**src/sv/pkv_ram.sv**
```systemverilog
// Generic single-write, single-read RAM with registered read data.
module pkv_ram #(
  parameter int WIDTH = 8,
  parameter int DEPTH = 64
) (
  input  logic                     clk,
  input  logic                     we,
  input  logic [$clog2(DEPTH)-1:0] waddr,
  input  logic [WIDTH-1:0]         wdata,
  input  logic [$clog2(DEPTH)-1:0] raddr,
  output logic [WIDTH-1:0]         rdata
);

  logic [WIDTH-1:0] mem [DEPTH];

  always_ff @(posedge clk) begin
    if (we) begin
      mem[waddr] <= wdata;
    end
    rdata <= mem[raddr];
  end

endmodule

```
**config.mk**
```make
export PLATFORM = sky130hd
export DESIGN_NAME = pkv_ram
export DESIGN_NICKNAME = d
export VERILOG_FILES = /design/src/sv/pkv_ram.sv
export SDC_FILE = /design/constraint.sdc
export NUM_CORES = 1
export LEC_CHECK = 0
export BUFFER_PORTS_ARGS = -buffer_cell sky130_fd_sc_hd__buf_2
export CAP_MARGIN = 0
export CORE_MARGIN = 10
export CORE_UTILIZATION = 25
export DETAILED_ROUTE_END_ITERATION = 12
export HOLD_SLACK_MARGIN = 0.15
export MAX_ROUTING_LAYER = met4
export PLACE_DENSITY = 0.46
export RECOVER_POWER = 50
export SLEW_MARGIN = 20
export SYNTH_ARGS = -nofsm -noshare
export SYNTH_HDL_FRONTEND = slang
export SYNTH_SLANG_ARGS = --single-unit
```
**constraint.sdc**
```tcl
create_clock -name clk -period 2.23 [get_ports clk]
set_clock_uncertainty 0.05 [all_clocks]
set_input_delay 0.223 -clock clk [delete_from_list [all_inputs] [get_ports clk]]
set_output_delay 0.223 -clock clk [all_outputs]
set_load 0.01 [all_outputs]
```
; Word level (Yosys, flattened, before mapping)
; Memories as Yosys holds them, arrays and structs flattened. A register that Yosys moved wholly into a read port is not among the register bits.
; Cells that the tools add are included.
[classes]
muxes = 2
[ops]
columns = op, count
row1 = 1-bit 2-to-1 mux, 2
[word_totals]
memories = 1
mem_bits_rw = 512
inputBits = 22
reg_bits = 0
[memory_table]
columns = memory, words, width, rd, rd_ports_with_merged_regs, write_ports, line
row1 = mem, 64, 8, 1, 1, 1, 14  ; logic [WIDTH-1:0] mem [DEPTH];

; Longest topological paths before layout
; Gate-level depths: netlist (run 1).
[logic_depth]
word_depth = 2
ltp_mapped = 9
ltp_nobuf = 5

; Worst setup path before layout (run 1)
; No wires, ideal clock.
[synth_timing]
path_type = in2reg
startpoint = in raddr[1]
endpoint = reg rdata[3], read port of mem
setup_slack_ns = 0.289
arrival_ns = 1.763
t_required_ns = 2.052
setup_ns = 0.128
stages = 7
cell_sequence = buf_4 -> buf_2 -> buf_2 -> mux4_2 -> mux4_2 -> o21ai_1 -> o41ai_1
[synth_lines]
columns = element, line
row1 = from (decl), 10  ; input logic [$clog2(DEPTH)-1:0] raddr,
row2 = to (decl), 11  ; output logic [WIDTH-1:0] rdata

==> key figures, run 1 <==
STA
  – Period utilization: 95.1%
  – Sum Neg Setup Slack: 0 ns
  – Fin. Hold Viols: 0
  – Slew @ Worst Pin: 1.57 ns
  – Tmin final: 2.12 ns
  – Max Slew Vio Count: 223
  – RSZ-0062 raised after global routing: false
  – Worst hold slack: 0.254 ns
  – Relative slew slack: -4.51%
  – Final setup viols: 0
  – Final worst setup slack: 0.110 ns
  – Peak Freq: 472 MHz

Status
  – Failing checks: max-capacitance violations, max-slew violations
  – Status: finished with violations

Final layout
  – Fin area: 0.0245 mm^2
  – Final core occ: 30.5%
  – Layout Area Growth over Synthesis: 21.6%
  – Final nets: 1162
  – Commonest non-fill, non-tap cell in the layout: edfxtp_1
  – Post-Layout Cell Count: 2250
  – Layout cells sized above 1: 33.3%
  – Most frequent cells in the layout: 512 x edfxtp_1, 131 x buf_4, 126 x mux4_2

Pwr
  – Pleak: 7.79 nW
  – Max rail drop VDD: 0.571 mV
  – Final Total Pwr: 21.5 mW
  – Power density over the cells: 875 mW/mm^2

Worst setup path
  – CP delay by family, top: multiplexers
  – CP max-delay cell: mux4_2
  – Crit Path Category: reg2reg
  – CP Buf/Inv Count: 1
  – Startpoint types: register
  – Worst Path Arrival: 2.52 ns
  – Critical Path End Type: register
  – CP Max Fanout: 1
  – Critical path data required time: 2.63 ns
  – CP cell instances: mux4_2 > mux2_2 > o221a_2 > nor3_1 > buf_4 > o32ai_1
  – CP peak stage delay: 0.47 ns

Logic synthesis
  – Flops & latches, synth: 520
  – Avg Cell Area, Syn: 21.5 um^2
  – Register area share after synthesis: 77.0%
  – Most used DFF post-synth: edfxtp_1
  – Post-synth top area share: 76.2%
  – Yosys Warn Count: 0
  – Number of synthesized flops with an enable pin: 512
  – Syn Nets: 962
  – Count of different cell masters after synthesis: 40
  – Cell Area, Synth: 0.0202 mm^2
  – Post-Synthesis Cells: 940
  – Area contributors post-synth: edfxtp_1 76%, mux4_2 14%, nor2_1 1.5%, mux2i_1 1.1%, dfxtp_1 0.79%
  – Top cell type by total area after synthesis: edfxtp_1
  – Ys async rst share: 0%

Global route
  – Global routing usage on met3: 1.94%
  – Number of global-route vias before repair: 10.6k
  – Initial antenna violation count: 5
  – Largest net degree at the start of global routing: 65
  – First-pass GRT wire length: 75.9 mm
  – Layer with the highest usage: met2
  – M2 GR Usage: 17.3%
  – Met1 Resource Use GR: 15.6%
  – Gr usage total: 11.3%
  – Gr ovfl total: 0

CTS
  – Total CTS buffers: 54
  – CTS tree: built
  – Clock Latency Late Sink: 0.59 ns
  – Root Driver: clkbuf_16
  – Max Buffers Root-to-Sink: 3
  – Post-CTS Setup Bufs: 0
  – H-tree depth: 2
  – # clock sinks: 520
  – Clk slew on worst S/H paths: 0.06 ns

Drt
  – Post-Route WL: 51.8 mm
  – ANT nets after route: 0
  – Drt drc: 0
  – Post-DR vias/cell: 4.46
  – Iter 0 DRT Violations: 834
  – First-pass DRT Iterations: 5
  – Via count: 10.0k
  – WL per Instance: 23.0 um

Place
  – Port buffer count: 29
  – Placed Area: 0.0227 mm^2
  – Dpl cells: 2136
  – Post-DP HPWL: 33.0 mm
  – GPL Wtd Cong: 0.777
  – Place WS: -0.357 ns

Min path
  – Hold Path Class: in2reg

Die
  – Initial Util: 25.1%
  – Rows: 104
  – Core ar.: 0.0803 mm^2
  – Die W: 304 um
  – I/O Pins: 30
  – Die Y-Extent: 304 um
  – Die footprint: 0.0924 mm^2

Run
  – Max-cap viol count: 4
per-layer routing:
| layer | share of wire [%] | vias up |
|---|---|---|
| li1 | - | 4336 |
| met1 | 46 | 5336 |
| met2 | 47 | 281 |
| met3 | 5.6 | 73 |
| met4 | 1.8 | 0 |
| met5 | 0 | - |
cells by family (layout without fill, tap and decap cells):
kind of cell,Yosys count,after routing,share of synthesized area [%]
mux,162,162,15.9
other cells,0,4,0
flops,520,520,77.0
simple gates,153,153,3.39
buf+inv,51,297,1.57
compound gates,54,54,2.07
final timing paths:
| kind | from | end | slack (ns) | cells after the start |
|---|---|---|---|---|
| worst min-delay path | waddr[2] | mem[48][3]$_DFFE_PP_ | 0.25 | 3 |
| worst max register to register | mem[29][6]$_DFFE_PP_ | rdata[6]$_DFF_P_ | 0.11 | 6 |
| worst min register to register | mem[7][7]$_DFFE_PP_ | rdata[7]$_DFF_P_ | 0.90 | 4 |
| worst max-delay path | mem[29][6]$_DFFE_PP_ | rdata[6]$_DFF_P_ | 0.11 | 6 |
flip-flops by register name, summed over array words and instances, names as in the netlist:
| name | flops |
|---|---|
| mem | 512 |
| rdata | 8 |
cell type report:
class	instances	area, um^2
diodes	4	10.0
clock buffers	65	1460
clock inverters	37	412
fillers	7786	55800
multi-input cells	369	4330
flip-flops and latches	520	15500
well taps	1060	1330
repair buffers	195	1450
synthesized netlist by cell type, types with 8 or more instances:
library cell,number
o221ai_1,8
nor2b_1,14
edfxtp_1,512
buf_4,13
nand2_1,19
mux2i_1,23
nand3_1,13
mux4_2,126
mux2_2,13
nor2_1,83
buf_2,11
o22ai_1,8
dfxtp_1,8
clkbuf_1,17
worst register-to-register path: stages (launching register included):
cell      delay, ns
edfxtp_1       0.37
mux4_2         0.47
mux2_2         0.28
o221a_2        0.28
nor3_1         0.27
buf_4          0.19
o32ai_1        0.08
power breakdown:
group	internal, mW	switching [mW]
sequential	10.8	0.0460
combinational	0.465	0.684
clock	5.68	3.75
what timing repair did:
action	4_1_cts	5_1_grt
endpoints found under the setup margin	1	2
gates resized for setup	1	2
endpoints found under the hold margin	419	0
hold buffers	8	0
Power figures use the tool's default switching activity.
==> inputs of run 2 (changes only) <==
- PLACE_DENSITY: 0.46 -> 0.47
- clock period: 2.23 -> 1.73 ns (I/O delays scaled with it)
==> run 2 against run 1 <==
  * The run ends with negative setup slack left
  * Utilization grew 0.49 points
  * Clock power grew 23%
  * Register-to-register slack lost 0.22 ns
  * Fmax grew 15%
  * Critical endpoint is now rdata[2]$_DFF_P_
  * First-iteration DRC count shrank 9.0%
  * Flip-flop and latch count is the same
  * Sequential share of layout area shrank 1.0 points
  * Die area is the same
  * Via count grew 0.28%
  * Hold slack lost 0.027 ns
  * Combinational power grew 40%
==> key figures, run 2 (synthesized netlist as in run 1, its figures left out) <==
Status
  – Status: finished with violations
  – Failing checks: negative setup slack

Worst setup path
  – CP Max Fanout: 1 (unchanged)
  – Critical Path End Type: register
  – Worst R2R End: rdata[2]$_DFF_P_
  – Startpoint types: register
  – Worst Path Arrival: 2.29 ns (-0.23 ns)
  – Setup slack on the worst flop-to-flop path: -0.11 ns (-0.22 ns)
  – CP peak stage delay: 0.49 ns (+0.02 ns)
  – Critical path data required time: 2.18 ns (-0.45 ns)
  – Reg2reg path depth: 5 (-1)
  – Crit Path Category: reg2reg
  – Reg-to-Reg Start: mem[46][2]$_DFFE_PP_
  – Levels on crit path: 5 (-1)
  – CP delay by family, top: multiplexers
  – CP max-delay cell: mux4_2
  – CP cell instances: mux4_2 > mux2_4 > a221oi_2 > buf_4 > o2bb2ai_2
  – CP Buf/Inv Count: 1 (unchanged)

CTS
  – Post-CTS Setup Bufs: 0 (unchanged)
  – Max Buffers Root-to-Sink: 3 (unchanged)
  – Clk slew on worst S/H paths: 0.07 ns (about the same)
  – Total CTS buffers: 54 (unchanged)
  – H-tree depth: 2 (unchanged)
  – CTS tree: built
  – # clock sinks: 520 (unchanged)
  – Root Driver: clkbuf_16
  – Clock Latency Late Sink: 0.61 ns (+0.02 ns)

Place
  – Dpl cells: 2160 (+1.1%)
  – Post-DP HPWL: 33.5 mm (+1.6%)
  – GPL Wtd Cong: 0.756 (-2.7%)
  – Port buffer count: 29 (unchanged)

Drt
  – Via count: 10.1k (+0.28%)
  – WL per Instance: 22.6 um (-1.9%)
  – Post-DR vias/cell: 4.42 (-0.91%)
  – First-pass DRT Iterations: 5 (unchanged)
  – ANT nets after route: 0 (unchanged)
  – Iter 0 DRT Violations: 759 (-9.0%)
  – Drt drc: 0 (unchanged)
  – Post-Route WL: 51.5 mm (-0.72%)

Die
  – Core ar.: 0.0803 mm^2 (unchanged)
  – Initial Util: 25.1% (unchanged)
  – Rows: 104 (unchanged)
  – I/O Pins: 30 (unchanged)
  – Die footprint: 0.0924 mm^2 (unchanged)
  – Die Y-Extent: 304 um (unchanged)
  – Die W: 304 um (unchanged)

STA
  – Max Slew Vio Count: 0 (-100%)
  – Relative slew slack: 11.8% (+16 points)
  – Final worst setup slack: -0.106 ns (-0.216 ns)
  – RSZ-0062 raised after global routing: true
  – Tmin final: 1.84 ns (-0.284 ns)
  – Fin. Hold Viols: 0 (unchanged)
  – Final setup viols: 6 (+6)
  – Period utilization: 106% (+11 points)
  – Slew @ Worst Pin: 1.32 ns (-0.245 ns)
  – Worst hold slack: 0.227 ns (-0.0268 ns)
  – Peak Freq: 545 MHz (+15%)

Final layout
  – Register area: 0.0155 mm^2 (unchanged)
  – Commonest non-fill, non-tap cell in the layout: edfxtp_1
  – Most frequent cells in the layout: 512 x edfxtp_1, 160 x buf_4, 126 x mux4_2
  – Layout cells sized above 1: 37.4% (+4.1 points)
  – Final core occ: 31.0% (+0.49 points)
  – Final nets: 1188 (+2.2%)
  – Filler Cells Inserted: 7725 (-0.78%)
  – Biggest register: mem
  – Post-Layout Cell Count: 2277 (+1.2%)
  – Multi-input gate area: 0.00447 mm^2 (+3.2%)
  – Layout Area Growth over Synthesis: 23.6%
  – Largest register FFs: 512 (unchanged)
  – Top flop regs: mem: 512 flops, rdata: 8 flops

Global route
  – Largest net degree at the start of global routing: 65 (unchanged)
  – Gr ovfl total: 0 (unchanged)
  – Initial antenna violation count: 10 (+5)
  – First-pass GRT wire length: 75.8 mm (about the same)
  – Gr usage total: 11.3% (about the same)
  – Number of global-route vias before repair: 10.8k (+1.8%)

Min path
  – Worst Hold Path EP: mem[55][2]$_DFFE_PP_
  – Hold Crit Start: waddr[0]
  – Hold Crit Depth: 4 (+1)
  – Hold Path Class: in2reg

Pwr
  – Max rail drop VDD: 0.793 mV (+39%)
  – Pleak: 8.01 nW (+2.9%)
  – Power density over the cells: 1090 mW/mm^2 (+25%)
  – Final Total Pwr: 27.2 mW (+27%)

Run
  – Max-cap viol count: 0 (-4)
run 2: timing repair:
action                                  4_1_cts  5_1_grt
endpoints found under the setup margin        8       10
hold endpoints to repair                    353        0
pin swaps                                     6        1
hold buffers                                 12        0
resized for setup                            25       10
run 2: through the flow:
stage	setup WS, ns	TNS, ns	instance area [um^2]
detailed placement	-0.599	-5.12	23000
global route	-0.155	-3.50	24900
finish	-0.106	-0.434	24900
CTS	-0.129	-0.572	25000
floorplan	-0.0415	-0.160	20200
global placement	-0.594	-4.29	23000
run 2: cell type report:
class,instances,area share (%)
antenna,7,0.0703
clock buffer,58,5.48
clock inverter,42,1.62
multi-input combinational,369,17.9
sequential,520,62.3
tap,1060,5.32
timing repair buffer,221,7.21
run 2: how the worst max path moves through the flow:
stage	from	to	slack (ns)
final	mem[46][2]$_DFFE_PP_	rdata[2]$_DFF_P_	-0.11
after detailed placement	raddr[0]	rdata[4]$_DFF_P_	-0.60
after global placement	raddr[0]	rdata[6]$_DFF_P_	-0.59
after CTS	mem[46][2]$_DFFE_PP_	rdata[2]$_DFF_P_	-0.13
after global routing	mem[46][2]$_DFFE_PP_	rdata[2]$_DFF_P_	-0.16
after floorplan	raddr[0]	rdata[7]$_DFF_P_	-0.04
run 2: power breakdown:
group	total (mW)	internal, mW	switching (mW)
combinational	1.61	0.695	0.914
sequential	14.0	13.9	0.0479
clock	11.6	6.76	4.82
run 2: tightest hold or removal path: stages:
cell	delay, ns
buf_2	0.14
nand4_1	0.15
nor2_1	0.06
buf_4	0.17
run 2: per-layer routing:
metal | vias up | share of wire, % | track usage [%]
li1 | 4395 | - | -
met4 | 0 | 2.2 | 2.96
met3 | 77 | 6.2 | 2.83
met2 | 221 | 46 | 17.2
met5 | - | 0 | -
met1 | 5361 | 45 | 14.9
